[config.mk]
export PLATFORM = sky130hd
export DESIGN_NAME = seq_gap_nack_generator
export DESIGN_NICKNAME = d
export VERILOG_FILES = /design/src/sv/sgn_pkg.sv /design/src/sv/sgn_queue.sv /design/src/sv/sgn_front.sv /design/src/sv/sgn_back.sv /design/src/sv/seq_gap_nack_generator.sv
export SDC_FILE = /design/constraint.sdc
export NUM_CORES = 2
export LEC_CHECK = 0
export BUFFER_PORTS_ARGS = -buffer_cell sky130_fd_sc_hd__buf_2
export CAP_MARGIN = 25
export CORE_MARGIN = 5
export CORE_UTILIZATION = 49
export DETAILED_ROUTE_END_ITERATION = 6
export GPL_ROUTABILITY_DRIVEN = 0
export PLACE_DENSITY = 0.74
export SETUP_SLACK_MARGIN = 0.3
export SLEW_MARGIN = 20
export SYNTH_ARGS = -nofsm -noshare
export SYNTH_HDL_FRONTEND = slang
export SYNTH_HIERARCHICAL = 1
export SYNTH_SLANG_ARGS = --single-unit
[constraint.sdc]
create_clock -name i_clk -period 11.45 [get_ports i_clk]
set_input_delay 3.435 -clock i_clk [delete_from_list [all_inputs] [get_ports i_clk]]
set_output_delay 3.435 -clock i_clk [all_outputs]
set_load 0.01 [all_outputs]
[src/sv/sgn_pkg.sv]
`timescale 1ns / 1ps
// ----------------------------------------------------------------------------
// sgn_pkg - shared types and constants of the sequence-gap NACK generator
// Result kinds, request codes, register indexes, the command that travels
// from the front part to the back part, and the back part's states.
// ----------------------------------------------------------------------------
package sgn_pkg;

    typedef enum logic [1:0] {
        REQ_DATA   = 2'd0,
        REQ_FINISH = 2'd1,
        REQ_START  = 2'd2,
        REQ_NONE   = 2'd3
    } t_req;

    typedef enum logic [2:0] {
        KIND_NACK   = 3'd0,
        KIND_ACCEPT = 3'd1,
        KIND_DROP   = 3'd2,
        KIND_END    = 3'd3,
        KIND_START  = 3'd4
    } t_kind;

    typedef enum logic [1:0] {
        REG_SESSION  = 2'd0,
        REG_XFER     = 2'd1,
        REG_CHUNK    = 2'd2,
        REG_RESERVED = 2'd3
    } t_reg_idx;

    localparam logic [15:0] CHUNK_LEN_RESET = 16'd1460;

    // One classified transaction: final kind, gap to report and counters after it
    typedef struct packed {
        t_kind       kind;
        logic [31:0] gap_from;
        logic [31:0] gap_len;
        logic [31:0] pkts;
        logic [31:0] bytes;
    } t_cmd;

    typedef enum logic {
        ST_LOAD,
        ST_RUN
    } t_bstate;

endpackage

[src/sv/sgn_queue.sv]
`timescale 1ns / 1ps
// ----------------------------------------------------------------------------
// sgn_queue - two-entry command queue
// Decouples the classifying front part from the result-emitting back part.
// ----------------------------------------------------------------------------
module sgn_queue
    import sgn_pkg::*;
(
    input  logic i_clk,
    input  logic i_rst_n,
    input  logic i_push,
    input  t_cmd i_cmd,
    output logic o_full,
    input  logic i_pop,
    output logic o_valid,
    output t_cmd o_cmd
);

    t_cmd       r_mem [2];
    logic       r_wptr;
    logic       r_rptr;
    logic [1:0] r_cnt;
    logic       n_wptr;
    logic       n_rptr;
    logic [1:0] n_cnt;

    assign o_full  = (r_cnt == 2'd2);
    assign o_valid = (r_cnt != 2'd0);
    assign o_cmd   = r_mem[r_rptr];

    always_comb begin
        n_wptr = i_push ? ~r_wptr : r_wptr;
        n_rptr = i_pop ? ~r_rptr : r_rptr;
        n_cnt  = r_cnt;
        if (i_push && !i_pop) begin
            n_cnt = r_cnt + 2'd1;
        end else if (i_pop && !i_push) begin
            n_cnt = r_cnt - 2'd1;
        end
    end

    always_ff @(posedge i_clk) begin
        if (!i_rst_n) begin
            r_wptr <= 1'b0;
            r_rptr <= 1'b0;
            r_cnt  <= 2'd0;
        end else begin
            r_wptr <= n_wptr;
            r_rptr <= n_rptr;
            r_cnt  <= n_cnt;
        end
    end

    always_ff @(posedge i_clk) begin
        if (i_push) begin
            r_mem[r_wptr] <= i_cmd;
        end
    end

endmodule

[src/sv/sgn_front.sv]
`timescale 1ns / 1ps
// ----------------------------------------------------------------------------
// sgn_front - request classifier
// Checks session and offset, updates the expected offset and the session
// counters, and queues one command per data, finish or start request for the back part.
// ----------------------------------------------------------------------------
module sgn_front
    import sgn_pkg::*;
(
    input  logic        i_clk,
    input  logic        i_rst_n,
    input  logic        i_valid,
    output logic        o_stall,
    input  logic [1:0]  i_req_type,
    input  logic [31:0] i_pkt_session,
    input  logic [31:0] i_pkt_seq,
    input  logic [15:0] i_pkt_len,
    input  logic [31:0] i_expected_session,
    input  logic [31:0] i_transfer_size,
    input  logic        i_q_full,
    output logic        o_push,
    output t_cmd        o_cmd
);

    logic [31:0] r_offset;
    logic [31:0] r_pkts;
    logic [31:0] r_bytes;
    logic [31:0] n_offset;
    logic [31:0] n_pkts;
    logic [31:0] n_bytes;
    logic        w_accept;
    t_req        w_req;

    assign o_stall  = i_q_full;
    assign w_accept = i_valid && !i_q_full;
    assign w_req    = t_req'(i_req_type);

    always_comb begin
        n_offset       = r_offset;
        n_pkts         = r_pkts;
        n_bytes        = r_bytes;
        o_push         = 1'b0;
        o_cmd.kind     = KIND_DROP;
        o_cmd.gap_from = r_offset;
        o_cmd.gap_len  = 32'd0;
        unique case (w_req)
            REQ_DATA: begin
                o_push = w_accept;
                if (i_pkt_session == i_expected_session && i_pkt_seq >= r_offset) begin
                    o_cmd.kind    = KIND_ACCEPT;
                    o_cmd.gap_len = i_pkt_seq - r_offset;
                    n_offset      = i_pkt_seq + 32'(i_pkt_len);
                    n_pkts        = r_pkts + 32'd1;
                    n_bytes       = r_bytes + 32'(i_pkt_len);
                end
            end
            REQ_FINISH: begin
                o_push     = w_accept;
                o_cmd.kind = KIND_END;
                if (i_transfer_size > r_offset) begin
                    o_cmd.gap_len = i_transfer_size - r_offset;
                end
            end
            REQ_START: begin
                o_push     = w_accept;
                o_cmd.kind = KIND_START;
                n_offset   = 32'd0;
                n_pkts     = 32'd0;
                n_bytes    = 32'd0;
            end
            REQ_NONE: begin
                // unused request: drop without a result
                o_push = 1'b0;
            end
            default: begin
                o_push = 1'b0;
            end
        endcase
        o_cmd.pkts  = n_pkts;
        o_cmd.bytes = n_bytes;
    end

    always_ff @(posedge i_clk) begin
        if (!i_rst_n) begin
            r_offset <= 32'd0;
            r_pkts   <= 32'd0;
            r_bytes  <= 32'd0;
        end else if (w_accept) begin
            r_offset <= n_offset;
            r_pkts   <= n_pkts;
            r_bytes  <= n_bytes;
        end
    end

endmodule

[src/sv/sgn_back.sv]
`timescale 1ns / 1ps
// ----------------------------------------------------------------------------
// sgn_back - NACK range emitter
// Takes one command from the queue, cuts its gap into chunk-sized NACK
// ranges, then emits the closing result into the output register.
// ----------------------------------------------------------------------------
module sgn_back
    import sgn_pkg::*;
#(
    parameter int MAX_NACKS_PER_ITEM = 63
) (
    input  logic        i_clk,
    input  logic        i_rst_n,
    input  logic [15:0] i_chunk_len,
    input  logic        i_q_valid,
    input  t_cmd        i_q_cmd,
    output logic        o_pop,
    output logic        o_valid,
    input  logic        i_stall,
    output logic [2:0]  o_result_kind,
    output logic [31:0] o_range_start,
    output logic [15:0] o_range_len,
    output logic        o_nack_overflow,
    output logic        o_last_of_run,
    output logic [31:0] o_packet_count,
    output logic [31:0] o_byte_count
);

    localparam int CntW  = $clog2(MAX_NACKS_PER_ITEM + 1);
    localparam int SpanW = 16 + CntW;

    t_bstate        r_state;
    t_bstate        n_state;
    logic [CntW-1:0] r_cnt;
    logic [31:0]    r_pos;
    logic [31:0]    r_rem;
    logic           r_ovf;
    t_kind          r_kind;
    logic [31:0]    r_pkts;
    logic [31:0]    r_bytes;

    logic           r_out_valid;
    t_kind          r_out_kind;
    logic [31:0]    r_out_start;
    logic [15:0]    r_out_len;
    logic           r_out_ovf;
    logic           r_out_last;
    logic [31:0]    r_out_pkts;
    logic [31:0]    r_out_bytes;

    logic [15:0]    w_chunk;
    logic [SpanW-1:0] w_span;
    logic           w_ovf;
    logic           w_more;
    logic           w_out_free;
    logic           w_emit_nack;
    logic           w_emit_final;
    logic [15:0]    w_nack_len;

    // a zero chunk length behaves as one byte
    assign w_chunk    = (i_chunk_len == 16'd0) ? 16'd1 : i_chunk_len;
    assign w_span     = SpanW'(w_chunk) * SpanW'(MAX_NACKS_PER_ITEM);
    assign w_ovf      = i_q_cmd.gap_len > 32'(w_span);
    assign w_more     = (r_rem != 32'd0) && (r_cnt < CntW'(MAX_NACKS_PER_ITEM));
    assign w_out_free = !r_out_valid || !i_stall;
    assign w_nack_len = (r_rem < 32'(w_chunk)) ? r_rem[15:0] : w_chunk;

    always_comb begin
        n_state = r_state;
        unique case (r_state)
            ST_LOAD: begin
                if (i_q_valid) begin
                    n_state = ST_RUN;
                end
            end
            ST_RUN: begin
                if (w_out_free && !w_more) begin
                    n_state = ST_LOAD;
                end
            end
            default: begin
                n_state = ST_LOAD;
            end
        endcase
    end

    always_comb begin
        o_pop        = 1'b0;
        w_emit_nack  = 1'b0;
        w_emit_final = 1'b0;
        unique case (r_state)
            ST_LOAD: begin
                o_pop = i_q_valid;
            end
            ST_RUN: begin
                w_emit_nack  = w_out_free && w_more;
                w_emit_final = w_out_free && !w_more;
            end
            default: begin
                o_pop = 1'b0;
            end
        endcase
    end

    always_ff @(posedge i_clk) begin
        if (!i_rst_n) begin
            r_state     <= ST_LOAD;
            r_out_valid <= 1'b0;
        end else begin
            r_state <= n_state;
            if (w_emit_nack || w_emit_final) begin
                r_out_valid <= 1'b1;
            end else if (!i_stall) begin
                r_out_valid <= 1'b0;
            end
        end
    end

    always_ff @(posedge i_clk) begin
        if (o_pop) begin
            r_cnt   <= '0;
            r_pos   <= i_q_cmd.gap_from;
            r_rem   <= i_q_cmd.gap_len;
            r_ovf   <= w_ovf;
            r_kind  <= i_q_cmd.kind;
            r_pkts  <= i_q_cmd.pkts;
            r_bytes <= i_q_cmd.bytes;
        end else if (w_emit_nack) begin
            r_cnt <= r_cnt + CntW'(1);
            r_pos <= r_pos + 32'(w_nack_len);
            r_rem <= r_rem - 32'(w_nack_len);
        end
    end

    always_ff @(posedge i_clk) begin
        if (w_emit_nack) begin
            r_out_kind  <= KIND_NACK;
            r_out_start <= r_pos;
            r_out_len   <= w_nack_len;
            r_out_ovf   <= r_ovf;
            r_out_last  <= 1'b0;
            r_out_pkts  <= r_pkts;
            r_out_bytes <= r_bytes;
        end else if (w_emit_final) begin
            r_out_kind  <= r_kind;
            r_out_start <= 32'd0;
            r_out_len   <= 16'd0;
            r_out_ovf   <= r_ovf;
            r_out_last  <= 1'b1;
            r_out_pkts  <= r_pkts;
            r_out_bytes <= r_bytes;
        end
    end

    assign o_valid         = r_out_valid;
    assign o_result_kind   = r_out_kind;
    assign o_range_start   = r_out_start;
    assign o_range_len     = r_out_len;
    assign o_nack_overflow = r_out_ovf;
    assign o_last_of_run   = r_out_last;
    assign o_packet_count  = r_out_pkts;
    assign o_byte_count    = r_out_bytes;

endmodule

[src/sv/seq_gap_nack_generator.sv]
`timescale 1ns / 1ps
// ----------------------------------------------------------------------------
// seq_gap_nack_generator - receiver-side loss detector with NACK ranges
// Tracks the expected byte offset of a sequenced multicast session, drops
// stale or foreign packets and reports gaps as chunked NACK ranges.
// ----------------------------------------------------------------------------
// The front part takes one request per cycle while its two-entry command
// queue has room; the back part loads a command, then emits its NACK
// ranges (up to MAX_NACKS_PER_ITEM) and the closing result, and loads no
// new command before that is done. Results leave through a registered
// output that accepts the next result in the cycle the current one is
// taken. Configure through the APB port only while no transaction is in
// flight.
// ----------------------------------------------------------------------------
module seq_gap_nack_generator
    import sgn_pkg::*;
#(
    parameter int MAX_NACKS_PER_ITEM = 63
) (
    input  logic        i_clk,
    input  logic        i_rst_n,
    input  logic        psel,
    input  logic        penable,
    input  logic        pwrite,
    input  logic [3:0]  paddr,
    input  logic [31:0] pwdata,
    output logic [31:0] prdata,
    output logic        pready,
    input  logic        i_in_valid,
    output logic        o_in_stall,
    input  logic [1:0]  i_req_type,
    input  logic [31:0] i_pkt_session,
    input  logic [31:0] i_pkt_seq,
    input  logic [15:0] i_pkt_len,
    output logic        o_out_valid,
    input  logic        i_out_stall,
    output logic [2:0]  o_result_kind,
    output logic [31:0] o_range_start,
    output logic [15:0] o_range_len,
    output logic        o_nack_overflow,
    output logic        o_last_of_run,
    output logic [31:0] o_packet_count,
    output logic [31:0] o_byte_count
);

    logic [31:0] r_exp_session;
    logic [31:0] r_xfer_size;
    logic [15:0] r_chunk_len;
    logic        w_wr;
    t_reg_idx    w_idx;

    logic        w_push;
    logic        w_pop;
    logic        w_q_full;
    logic        w_q_valid;
    t_cmd        w_push_cmd;
    t_cmd        w_q_cmd;

    assign pready = 1'b1;
    assign w_wr   = psel && penable && pwrite;
    assign w_idx  = t_reg_idx'(paddr[3:2]);

    always_ff @(posedge i_clk) begin
        if (!i_rst_n) begin
            r_exp_session <= 32'd0;
            r_xfer_size   <= 32'd0;
            r_chunk_len   <= CHUNK_LEN_RESET;
        end else if (w_wr) begin
            unique case (w_idx)
                REG_SESSION:  r_exp_session <= pwdata;
                REG_XFER:     r_xfer_size   <= pwdata;
                REG_CHUNK:    r_chunk_len   <= pwdata[15:0];
                REG_RESERVED: r_chunk_len   <= r_chunk_len;
                default:      r_chunk_len   <= r_chunk_len;
            endcase
        end
    end

    always_comb begin
        unique case (w_idx)
            REG_SESSION:  prdata = r_exp_session;
            REG_XFER:     prdata = r_xfer_size;
            REG_CHUNK:    prdata = 32'(r_chunk_len);
            REG_RESERVED: prdata = 32'd0;
            default:      prdata = 32'd0;
        endcase
    end

    sgn_front u_front (
        .i_clk              (i_clk),
        .i_rst_n            (i_rst_n),
        .i_valid            (i_in_valid),
        .o_stall            (o_in_stall),
        .i_req_type         (i_req_type),
        .i_pkt_session      (i_pkt_session),
        .i_pkt_seq          (i_pkt_seq),
        .i_pkt_len          (i_pkt_len),
        .i_expected_session (r_exp_session),
        .i_transfer_size    (r_xfer_size),
        .i_q_full           (w_q_full),
        .o_push             (w_push),
        .o_cmd              (w_push_cmd)
    );

    sgn_queue u_queue (
        .i_clk   (i_clk),
        .i_rst_n (i_rst_n),
        .i_push  (w_push),
        .i_cmd   (w_push_cmd),
        .o_full  (w_q_full),
        .i_pop   (w_pop),
        .o_valid (w_q_valid),
        .o_cmd   (w_q_cmd)
    );

    sgn_back #(
        .MAX_NACKS_PER_ITEM (MAX_NACKS_PER_ITEM)
    ) u_back (
        .i_clk           (i_clk),
        .i_rst_n         (i_rst_n),
        .i_chunk_len     (r_chunk_len),
        .i_q_valid       (w_q_valid),
        .i_q_cmd         (w_q_cmd),
        .o_pop           (w_pop),
        .o_valid         (o_out_valid),
        .i_stall         (i_out_stall),
        .o_result_kind   (o_result_kind),
        .o_range_start   (o_range_start),
        .o_range_len     (o_range_len),
        .o_nack_overflow (o_nack_overflow),
        .o_last_of_run   (o_last_of_run),
        .o_packet_count  (o_packet_count),
        .o_byte_count    (o_byte_count)
    );

endmodule

# ---- After elaboration in Yosys (flattened, before gate mapping)
# Memory sizes are Yosys's and may differ from the RTL's. A register that Yosys moved wholly into a read port is not among the register bits.
# Index checks and enable logic that the tools add are counted.
dict set report word_totals {
  reg_bits 437
  mem_bits_rw 262
  elab_cells 129
  memories 1
}
dict set report op_classes {
  addsub 10
  mul 1
  n_lt_le_gt_ge 5
  n_eq_ne 10
  mux 43
  bitwise 3
  reduce_logical 31
}
# name words width read_ports rd_ports_with_merged_regs wr line_no
set memory_table {}
lappend memory_table {u_queue.r_mem 2 131 1 1 1 sgn_queue.sv:19} ;# t_cmd r_mem [2];
# operator n
set ops {}
lappend ops {{$mux 32} 15}
lappend ops {{$pmux 32 s2} 4}
lappend ops {{$pmux 32 s4} 1}
lappend ops {{$add 32x16->32} 3}
lappend ops {{$mux 16} 4}
lappend ops {{$sub 32x32->32} 2}
lappend ops {{$add 32x1->32 const B} 1}
lappend ops {{$eq 32x32->1} 1}
lappend ops {{$ge 32x32->1} 1}
lappend ops {{$gt 32x22->1} 1}
lappend ops {{$gt 32x32->1} 1}
lappend ops {{$lt 32x16->1} 1}
lappend ops {{$reduce_bool 32->1} 1}
lappend ops {{$sub 32x16->32} 1}
lappend ops {{$mul 16x6->22 const B} 1}
lappend ops {{$logic_not 16->1} 1}
lappend ops {{$mux 1} 13}
lappend ops {{$eq 2x2->1 const B} 5}
lappend ops {{$reduce_bool 2->1} 5}
lappend ops {{$logic_and 1x1->1} 9}
lappend ops {{$pmux 3 s3} 1}
lappend ops {{$add 6x1->6 const B} 1}
lappend ops {{$logic_not 1->1} 6}
lappend ops {{$lt 6x6->1 const B} 1}
lappend ops {{12 further kinds} 23}

# ---- Longest topological paths before layout
dict set report depth {
  depth_word 8
  ltp_mapped 29
  ltp_nobuf 29
}

# ---- Hierarchy
# Netlist, hierarchy kept.
# module n_inst cells_each area_each_um2
set by_module_without_submodules {}
lappend by_module_without_submodules {sgn_back 1 1229 14502.7}
lappend by_module_without_submodules {sgn_front 1 1481 11029.3}
lappend by_module_without_submodules {sgn_queue 1 430 10047.1}
lappend by_module_without_submodules {seq_gap_nack_generator 1 398 3672.3}

# ---- Worst setup path before layout
# OpenSTA, ideal clock, no wires.
dict set report synth_path {
  kind {input-to-reg}
  start {input i_in_valid}
  end {memory u_queue/r_mem[0][0] in the netlist's numbering (enable)}
  arrival_time_ns 10.052
  setup_slack_ns 0.759
  stages 6
  cell_sequence {nand2b_1 -> clkbuf_1 -> clkbuf_1 -> clkbuf_1 -> a21oi_1 -> nor2b_1}
}
dict set report synth_via {
  elab_chain_len 4
}
# element line_no
set synth_rtl {}
lappend synth_rtl {{start: declaration} seq_gap_nack_generator.sv:29} ;# input logic i_in_valid,
lappend synth_rtl {{$logic_and 1x1->1} sgn_front.sv:35} ;# assign w_accept = i_valid && !i_q_full;
lappend synth_rtl {{$pmux 1 s2} sgn_front.sv:46} ;# unique case (w_req)
lappend synth_rtl {{net w_push} seq_gap_nack_generator.sv:52} ;# logic w_push;
lappend synth_rtl {{$mux 1} sgn_queue.sv:55} ;# if (i_push) begin
lappend synth_rtl {{$mux 1 (not written as such)} sgn_queue.sv:56} ;# r_mem[r_wptr] <= i_cmd;
lappend synth_rtl {{end: declaration} sgn_queue.sv:19}
# The timed path passes the listed nets, and every way through them passes these cells.

# ---- Worst setup path after layout
dict set report layout_path {
  start {input paddr[2]}
  end {output prdata[11]}
}
dict set report layout_via {
  elab_chain_len 2
  word_cells_on_any_way 5
}
# element line_no
set layout_rtl {}
lappend layout_rtl {{start: declaration} seq_gap_nack_generator.sv:25} ;# input logic [3:0] paddr,
lappend layout_rtl {{$eq 2x2->1 (tied with other cells)} seq_gap_nack_generator.sv:80} ;# unique case (w_idx)
lappend layout_rtl {{$pmux 32 s4 (*)} seq_gap_nack_generator.sv:80}
lappend layout_rtl {{end: declaration} seq_gap_nack_generator.sv:27} ;# output logic [31:0] prdata,
# Mark *: on every way between the ends. The rest lies on a longest branch, timed or not.

==> run_results.csv <==
group,metric,value,unit
setup_path,cp_cell_sequence,"buf_2 > nor2b_4 > nand2_1 > o21ai_0 > buf_2",
layout,area_growth,12.1,%
clock_network,cts_root_buf,"clkbuf_16",
die,dieArea,85900,sq um
die,start_util,0.495,
die,coreArea,79300,sq um
global_route,grt_max_degree,96,
layout,final_nets,4145,
sta,setup_viol,0,
sta,finalCritPeriodShare,0.736,
synth,async_flop_share,0,
synth,ys.flop_type,"edfxtp_1",
job,cap_violations,0,
die,dieHeight,293,microns
clock_network,cts_made_buffers,74,
place,dp_cells,4740,
setup_path,cpMostUsedCell,"buf_2",
power,p_per_area,193,nW/um^2
sta,finalSetupTns,0,ns
setup_path,worstPathArrival,4.99,ns
clock_network,cts-htree-levels,3,
clock_network,ctsHoldBuffers,0,
place,io_buffers,273,
clock_network,cts_tree,"done",
layout,fillers,6679,
sta,whs,0.416,ns
clock_network,cts_setup_buffers,0,
synth,yosysUniqueCellTypes,103,
setup_path,reg2regPathDepth,24,
clock_network,cts.path.max_buffers,3,
synth,syn_inst,3538,
layout,postLayoutCoreUtil,0.555,
synth,synth_edf_count,507,
sta,min_period,8.42,ns
setup_path,critPathLaunchType,"input port",
min_path,hold_depth,0,
layout,drive_gt1_frac,0.162,
global_route,antenna_found_initial,15,
sta,max_slew_margin,0.270,
sta,rsz0062_at_grt,"no",
min_path,hp-class,"reg -> reg",
outcome,status,"completed",
clock_network,clock_sinks,700,
synth,synth_fp_nets,3915,
setup_path,critPathLaunch,"paddr[2]",
setup_path,worstPathRequired,8.02,ns
clock_network,ctsResizeCount,0,
route,routedWlPerCell,21.0,microns
place,dp_hpwl,74600,microns
setup_path,path_class,"in -> out",
power,peakVddDrop,0.000149,V
die,ioPinCount,277,
setup_path,end_kind,"primary output",
layout,final_common_cell,"edfxtp_1",
global_route,grt_pass1_vias,27300,
sta,clock.fmax,119,MHz
sta,hold_viol,0,
synth,ys_seq_area_frac,0.486,
synth,synth_area,39300,sq um
die,die_w,293,microns
sta,drv_slew,0,
global_route,grt_use_total,0.229,
setup_path,critPathSlowestCell,"buf_2",
setup_path,crit_path_max_incr_delay,0.81,ns
sta,worstMarginPinSlew,1.10,ns
layout,mostFrequentLayoutCells,"507 x edfxtp_1, 298 x nand2_1, 272 x buf_2, 251 x nor2_1, 205 x ha_1",
power,leakagePower,0.0175,uW
synth,yosysWarnings,6,
route,drt_iter0_markers,2927,
clock_network,worstSkewPairLatency,0.67,ns
min_path,hold_start,"u_back/r_pkts[13]",
global_route,grt_overflow,0,
route,drc,0,
clock_network,clkTransAtPathRegs,0.06,ns
layout,final_cells,4889,
synth,syn_area_per_cell,11.1,sq um
global_route,grt_first_pass_wirelength,155000,microns
route,ant_nets,0,
sta,skew,0.0789,ns
synth,ys_ff_latch,700,
route,drtPass1Iterations,6,
route,vias,28700,
die,num_rows,103,
route,routed_via_density,5.86,
setup_path,rr_startpoint,"r_chunk_len[12]",
route,wirelength,103000,microns
setup_path,cp_max_fo,35,
==> stage by stage <==
step	setup WS (ns)	power [uW]	instance area, sq um
after floorplan	0.759	5340	39300
after global placement	3.08	5930	41300
after detailed placement	3.06	5990	41300
after CTS	3.07	8540	44000
after global routing	2.94	8930	44000
final	3.03	8500	44000
==> cell type report <==
cell class | count | area (sq um) | share of cell area
Timing Repair Buffer | 299 | 1570 | 0.0357
Inverter | 180 | 683 | 0.0155
Clock inverter | 46 | 661 | 0.0150
Tap cell | 1050 | 1310 | 0.0299
Sequential cell | 700 | 19100 | 0.434
Antenna cell | 10 | 25.0 | 0.000569
Clock buffer | 91 | 1970 | 0.0447
Multi-Input combinational cell | 2513 | 18700 | 0.425
==> sequential cells by signal, summed over array words and instances (netlist names), 2 cells and up, named ones only <==
signal / flops
r_chunk_len: 16
r_exp_session: 32
r_xfer_size: 32
u_back/o_byte_count: 32
u_back/o_packet_count: 32
u_back/o_range_len: 16
u_back/o_range_start: 32
u_back/o_result_kind: 3
u_back/r_bytes: 32
u_back/r_cnt: 6
u_back/r_kind: 3
u_back/r_pkts: 32
u_back/r_pos: 32
u_back/r_rem: 32
u_front/r_bytes: 32
u_front/r_offset: 32
u_front/r_pkts: 32
u_queue/r_cnt: 2
u_queue/r_mem: 262
==> power breakdown <==
group	switching [uW]	internal [uW]	leakage (uW)	total, uW
Clock	1070	1460	0.00124	2530
Combinational	1410	909	0.00983	2320
Sequential	262	3390	0.00641	3650
Total	2740	5760	0.0175	8500
==> worst paths after layout <==
kind | end | slack, ns
hold reg to reg | u_back/o_packet_count[13] | 0.42
hold / removal | u_back/o_packet_count[13] | 0.42
setup / recovery | prdata[11] | 3.03
setup reg to reg | u_back/r_ovf | 4.22
==> worst max-delay path: cells and delay by family <==
| kind | cells | cell delay, ns |
|---|---|---|
| buffers and inverters | 2 | 1.00 |
| and+or+nand+nor | 2 | 0.41 |
| AOI/OAI and AO/OA | 1 | 0.12 |
==> kinds of logic (layout without fill, tap and decap cells) <==
logic type,after synthesis,after routing,synth area share
AND/OR/NAND/NOR,1006,1006,0.124
AO/OA/AOI/OAI,751,751,0.127
flip-flops,700,700,0.486
buffers and inverters,325,616,0.0386
multiplexers,256,256,0.0791
adder cells (fa/ha/maj),252,252,0.0893
XOR/XNOR,247,247,0.0551
other,1,11,0.0000955
==> layer usage <==
metal,share of wire,up-vias,track usage
met3,0.099,203,0.0563
met4,0.032,6,0.0732
met1,0.42,13800,0.319
met5,0.00033,-,0
met2,0.44,1145,0.356
li1,-,13500,-
==> synth_stat cells, types with 36 or more instances <==
library cell / instances / area, sq um
xnor2_1: 108 / 946
nor4_1: 36 / 225
or3_1: 36 / 225
edfxtp_1: 507 / 15200
nor2_1: 252 / 946
mux2_2: 48 / 541
nor3_1: 64 / 320
ha_1: 205 / 2560
clkbuf_1: 76 / 285
inv_1: 179 / 672
dfxtp_1: 193 / 3860
nand2_1: 299 / 1120
nand4_1: 43 / 269
and2_1: 51 / 319
mux2i_1: 112 / 1120
a22o_1: 56 / 490
nand3_1: 84 / 420
fa_1: 47 / 941
xor2_1: 139 / 1220
mux2_4: 96 / 1440
a21o_1: 67 / 503
o21ai_0: 155 / 776
a21oi_1: 180 / 901
Power figures use the tool's default switching activity.
